$ cat src/rtl/core/negative_cycle_reach_marking_top_defines.svh
// Assertion macros for the shortest path block
`ifndef NEGATIVE_CYCLE_REACH_MARKING_TOP_DEFINES_SVH
`define NEGATIVE_CYCLE_REACH_MARKING_TOP_DEFINES_SVH

`ifndef ASSERT_OFF
`define ASSERT_SAME(lbl, clk, rst_n, a, c) \
    lbl: assert property (@(posedge clk) disable iff (!rst_n) (a) |-> (c)) \
        else $error("assertion failed");
`define ASSERT_NEXT(lbl, clk, rst_n, a, c) \
    lbl: assert property (@(posedge clk) disable iff (!rst_n) (a) |=> (c)) \
        else $error("assertion failed");
`else
`define ASSERT_SAME(lbl, clk, rst_n, a, c)
`define ASSERT_NEXT(lbl, clk, rst_n, a, c)
`endif

`endif

$ cat src/rtl/core/ncrm_pkg.sv
`timescale 1ns / 1ps
package ncrm_pkg;

    localparam int DEF_MAX_VERTICES = 64;
    localparam int DEF_MAX_EDGES    = 1024;
    localparam int DEF_COST_BITS    = 16;

    localparam int VTX_BITS      = 6;
    localparam int CFG_IDX_BITS  = 2;
    localparam int CFG_DATA_BITS = 7;

    localparam logic [CFG_IDX_BITS-1:0] CFG_VERTEX_COUNT = 2'd0;
    localparam logic [CFG_IDX_BITS-1:0] CFG_SOURCE       = 2'd1;

    localparam logic RES_RUN  = 1'b0;
    localparam logic RES_READ = 1'b1;

    typedef enum logic [1:0] {
        K_ADD   = 2'd0,
        K_CLEAR = 2'd1,
        K_RUN   = 2'd2,
        K_READ  = 2'd3
    } t_kind;

    typedef enum logic [2:0] {
        S_IDLE,
        S_QUERY,
        S_RSTART,
        S_FETCH,
        S_VREAD,
        S_RELAX,
        S_PEND,
        S_DONE
    } t_state;

endpackage

$ cat src/rtl/core/ncrm_dist_mem.sv
`timescale 1ns / 1ps
module ncrm_dist_mem
    import ncrm_pkg::*;
#(
    parameter int MAX_VERTICES = DEF_MAX_VERTICES,
    localparam int VW = $clog2(MAX_VERTICES)
) (
    input  logic               i_clk,
    input  logic               i_we,
    input  logic [VW-1:0]      i_waddr,
    input  logic signed [31:0] i_wdata,
    input  logic               i_re_a,
    input  logic [VW-1:0]      i_addr_a,
    output logic signed [31:0] o_data_a,
    input  logic               i_re_b,
    input  logic [VW-1:0]      i_addr_b,
    output logic signed [31:0] o_data_b
);
    logic signed [31:0] r_mem [MAX_VERTICES];

    always_ff @(posedge i_clk) begin
        if (i_we) begin
            r_mem[i_waddr] <= i_wdata;
        end
        if (i_re_a) begin
            o_data_a <= r_mem[i_addr_a];
        end
        if (i_re_b) begin
            o_data_b <= r_mem[i_addr_b];
        end
    end
endmodule

$ cat config.mk
export PLATFORM = sky130hd
export DESIGN_NAME = ncrm_dist_mem
export DESIGN_NICKNAME = d
export VERILOG_FILES = /design/src/rtl/core/negative_cycle_reach_marking_top_defines.svh /design/src/rtl/core/ncrm_pkg.sv /design/src/rtl/core/ncrm_dist_mem.sv
export SDC_FILE = /design/constraint.sdc
export NUM_CORES = 2
export LEC_CHECK = 0
export BUFFER_PORTS_ARGS = -buffer_cell sky130_fd_sc_hd__buf_2
export CAP_MARGIN = 40
export CORE_MARGIN = 1
export CORE_UTILIZATION = 50
export DETAILED_ROUTE_END_ITERATION = 7
export PLACE_DENSITY = 0.68
export SLEW_MARGIN = 20
export SYNTH_ARGS = -nofsm -noshare
export SYNTH_HDL_FRONTEND = slang
export SYNTH_SLANG_ARGS = --single-unit
$ cat constraint.sdc
create_clock -name i_clk -period 4.3 [get_ports i_clk]
set_input_delay 0.86 -clock i_clk [delete_from_list [all_inputs] [get_ports i_clk]]
set_output_delay 0.86 -clock i_clk [all_outputs]
set_load 0.1 [all_outputs]
==> impl_results.md <==
- Root buffer cell: clkbuf_16
- FMAX: 339 MHz
- Post-CTS Hold Fix Bufs: 0
- Fin crit period: ~3.0 ns
- Via count: 53400
- Clock Path Buffers: 3
- Slew at the pin closest to its max-slew limit: 0.961 ns
- Die Area: 0.194 sq mm
- Cts bufs inserted: 209
- Share of post-route cells with drive strength above 1: 0.403
- MaxCap Viol Count: 0
- Routed wire length: 291 mm
- Layout net count: between 4000 and 5000
- CTS Sinks: roughly 2100
- Register area share after synthesis: 0.659
- Total leakage power: 0.0345 uW
- RSZ-0062 raised after global routing: no
- Critical path launch point type: flop
- Post-CTS setup buffers: 0
- CP arrival: ~2.1 ns
- CP max-delay cell: edfxtp_1
- Remaining routing DRC violations: 0
- CTS-repair resized insts: 0
- Initial DRC count: 7929
- Hold path start: i_wdata[26]
- Cell Pwr Density: about 410 mW/mm^2
- Final period util: 0.687
- Overall Global Routing Usage: 0.303
- Total negative slack: 0 ns
- Pin count of the biggest net entering global routing: 77
- Global-route wire length before repair: 407 mm
- CTS tree: yes
- Design area: 0.110 sq mm
- Crit-path max cell delay: 0.69 ns
- Post-Synthesis Cells: 4412
- Clock Skews: 0.0254 ns
- Row cnt: 160
- CP Launch Point: o_data_a[17]$_DFFE_PP_
- Net count after synthesis: ~4500
- WL/cell: 39.3 um
- Hold/Removal Path Class: in -> reg
- R2R Path End: o_data_a[10]$_DFFE_PP_
- Crit-path leading delay family: flip-flops
- Die Y: 441 um
- H-tree levels: 4
- Reg2reg path depth: 4
- Rel. slew slack: 0.359
- 1st-pass router iterations: 5
- Initial antenna violation count: 24
- Core area: 0.191 sq mm
- Grt ovf: 0
- Req. time, crit path: between 3 and 4 ns
- VDD IR-drop max: ~330 uV
- CP max FO: 1
- R2r setup slk: 1.92 ns
- Final max-slew violation count: 0
- Vias per cell: 7.20
- Crit end category: output pin
- Worst path bufs/invs: 1
- Post-DP HPWL: 174 mm
- Post-synthesis instance area: approximately 0.096 sq mm
- Worst reg2reg path startpoint: r_mem[27][10]$_DFFE_PP_
- Final ANT Viol Nets: 0
- IO Pins: 118
- Seq cells post-synth: approximately 2100
- CTS clk-pin slew, worst paths: 0.06 ns
- Die width: 441 um
- Critical-path cell list: buf_2
- Dpl cell area: 0.103 sq mm
- Clock Latency Late Sink: 0.86 ns
- Hold endpoint: r_mem[40][26]$_DFFE_PP_
- Final Hold Vio Count: 0
- Area growth syn-to-layout: 13.8%
- Hold slack final: 0.410 ns
- Vias in the first global route: 52800
- IO Port Bufs: 117
- Setup-failing EPs final: 0
- Hold Path Stages: 1
- Status: complete, no violations
- Yosys cell types: 37
- Avg Inst Size Synth: between 20 and 25 sq um
- Initial Util: 0.505
- WS Path Type: reg -> out
- GPL Wtd Cong: slightly below 0.9
- Yosys warning count: 0
- Util after Layout: 0.574
==> metal layers <==
layer  vias up  routed length, um  GRT usage
li1      20200                  -          -
met1     28900             108000      0.424
met2      3660             137000      0.462
met3       545              35000     0.0782
met4        16              11500      0.115
met5         -                106          0
==> power by group <==
part	internal, uW	leakage, uW	switching [uW]
combinational	1650	0.0122	2600
sequential	22900	0.0191	123
clock	10300	0.00328	7830
==> registers in the layout, summed over array words and instances (netlist names) <==
signal	flops
r_mem	2048
o_data_a	32
o_data_b	32
==> cell type report <==
class / instances / area (sq um)
Inverter: 1 / 3.75
Clock buffer: 254 / 5460
Fill cell: 13600 / 81200
Tap cell: 2511 / 3140
Sequential cell: 2112 / 63400
Multi-Input combinational cell: 1952 / 31600
Clock inverter: 129 / 1220
Antenna cell: 10 / 25.0
Timing Repair Buffer: 444 / 4650
==> metrics by stage <==
stage	worst slack [ns]	total power, uW	std cells
final	1.35	45400	7413
after CTS	1.23	45400	7394
after floorplan	0.249	26000	4412
after detailed placement	0.319	27600	7011
after global routing	1.38	46400	7412
after global placement	0.345	27500	6979
==> how the worst max path moves through the flow <==
stage,to,cells past startpoint
5_1_grt,o_data_a[17],1
2_1_floorplan,r_mem[48][0]$_DFFE_PP_,4
3_5_place_dp,o_data_b[21]$_DFFE_PP_,8
4_1_cts,o_data_b[21]$_DFFE_PP_,8
3_3_place_gp,o_data_b[21]$_DFFE_PP_,8
6_report,o_data_a[17],1
==> kinds of logic after synthesis <==
kind of cell           after synthesis  share of synthesized area
and+or+nand+nor                    248                     0.0113
muxes                             1364                      0.288
DFF                               2112                      0.659
buffers and inverters              348                     0.0181
AOI/OAI and AO/OA                  340                     0.0238
==> cell usage after synthesis <==
library cell	count	area (sq um)
buf_1	25	93.8
buf_6	11	124
a22oi_1	85	638
nand2b_1	8	50.1
buf_2	121	606
nand3b_1	6	45.0
a221oi_1	13	114
o41ai_1	1	8.76
a21oi_1	58	290
nor2_1	94	353
clkbuf_1	135	507
or2_2	3	18.8
a21boi_1	1	7.51
o21ai_0	18	90.1
mux2i_1	204	2040
buf_4	55	413
nand4_1	2	12.5
nor2b_1	19	119
o211ai_1	27	203
mux4_2	1124	25300
o221ai_1	16	140
or3b_2	2	17.5
inv_2	1	3.75
o21ai_1	31	155
mux2_2	36	405
nor3_1	3	15.0
o32a_1	9	90.1
edfxtp_1	2112	63400
o211a_1	1	10.0
or3_1	2	12.5
a211oi_1	15	113
a32oi_1	9	78.8
nand2_1	93	349
nand3_1	9	45.0
nand4b_1	1	8.76
o22ai_1	56	350
and2_1	6	37.5
==> cell usage in the layout, fill, tap and decap left out, drive strengths merged, types with 2 or more instances in the layout <==
cell type	n
nand3	9
inv	8
a21oi	58
bufinv	21
o211ai	27
clkinvlp	4
a221oi	13
nor2b	19
a32oi	9
nand2	93
diode	10
and2	6
o22ai	56
or3	2
mux2i	204
nand2b	8
nand3b	6
mux2	36
a22oi	85
nand4	2
or2	3
nor2	94
clkinv	97
a211oi	15
o221ai	16
edfxtp	2112
or3b	2
o32a	9
buf	441
o21ai	49
clkbuf	257
nor3	3
mux4	1124
Power figures use the tool's default switching activity.
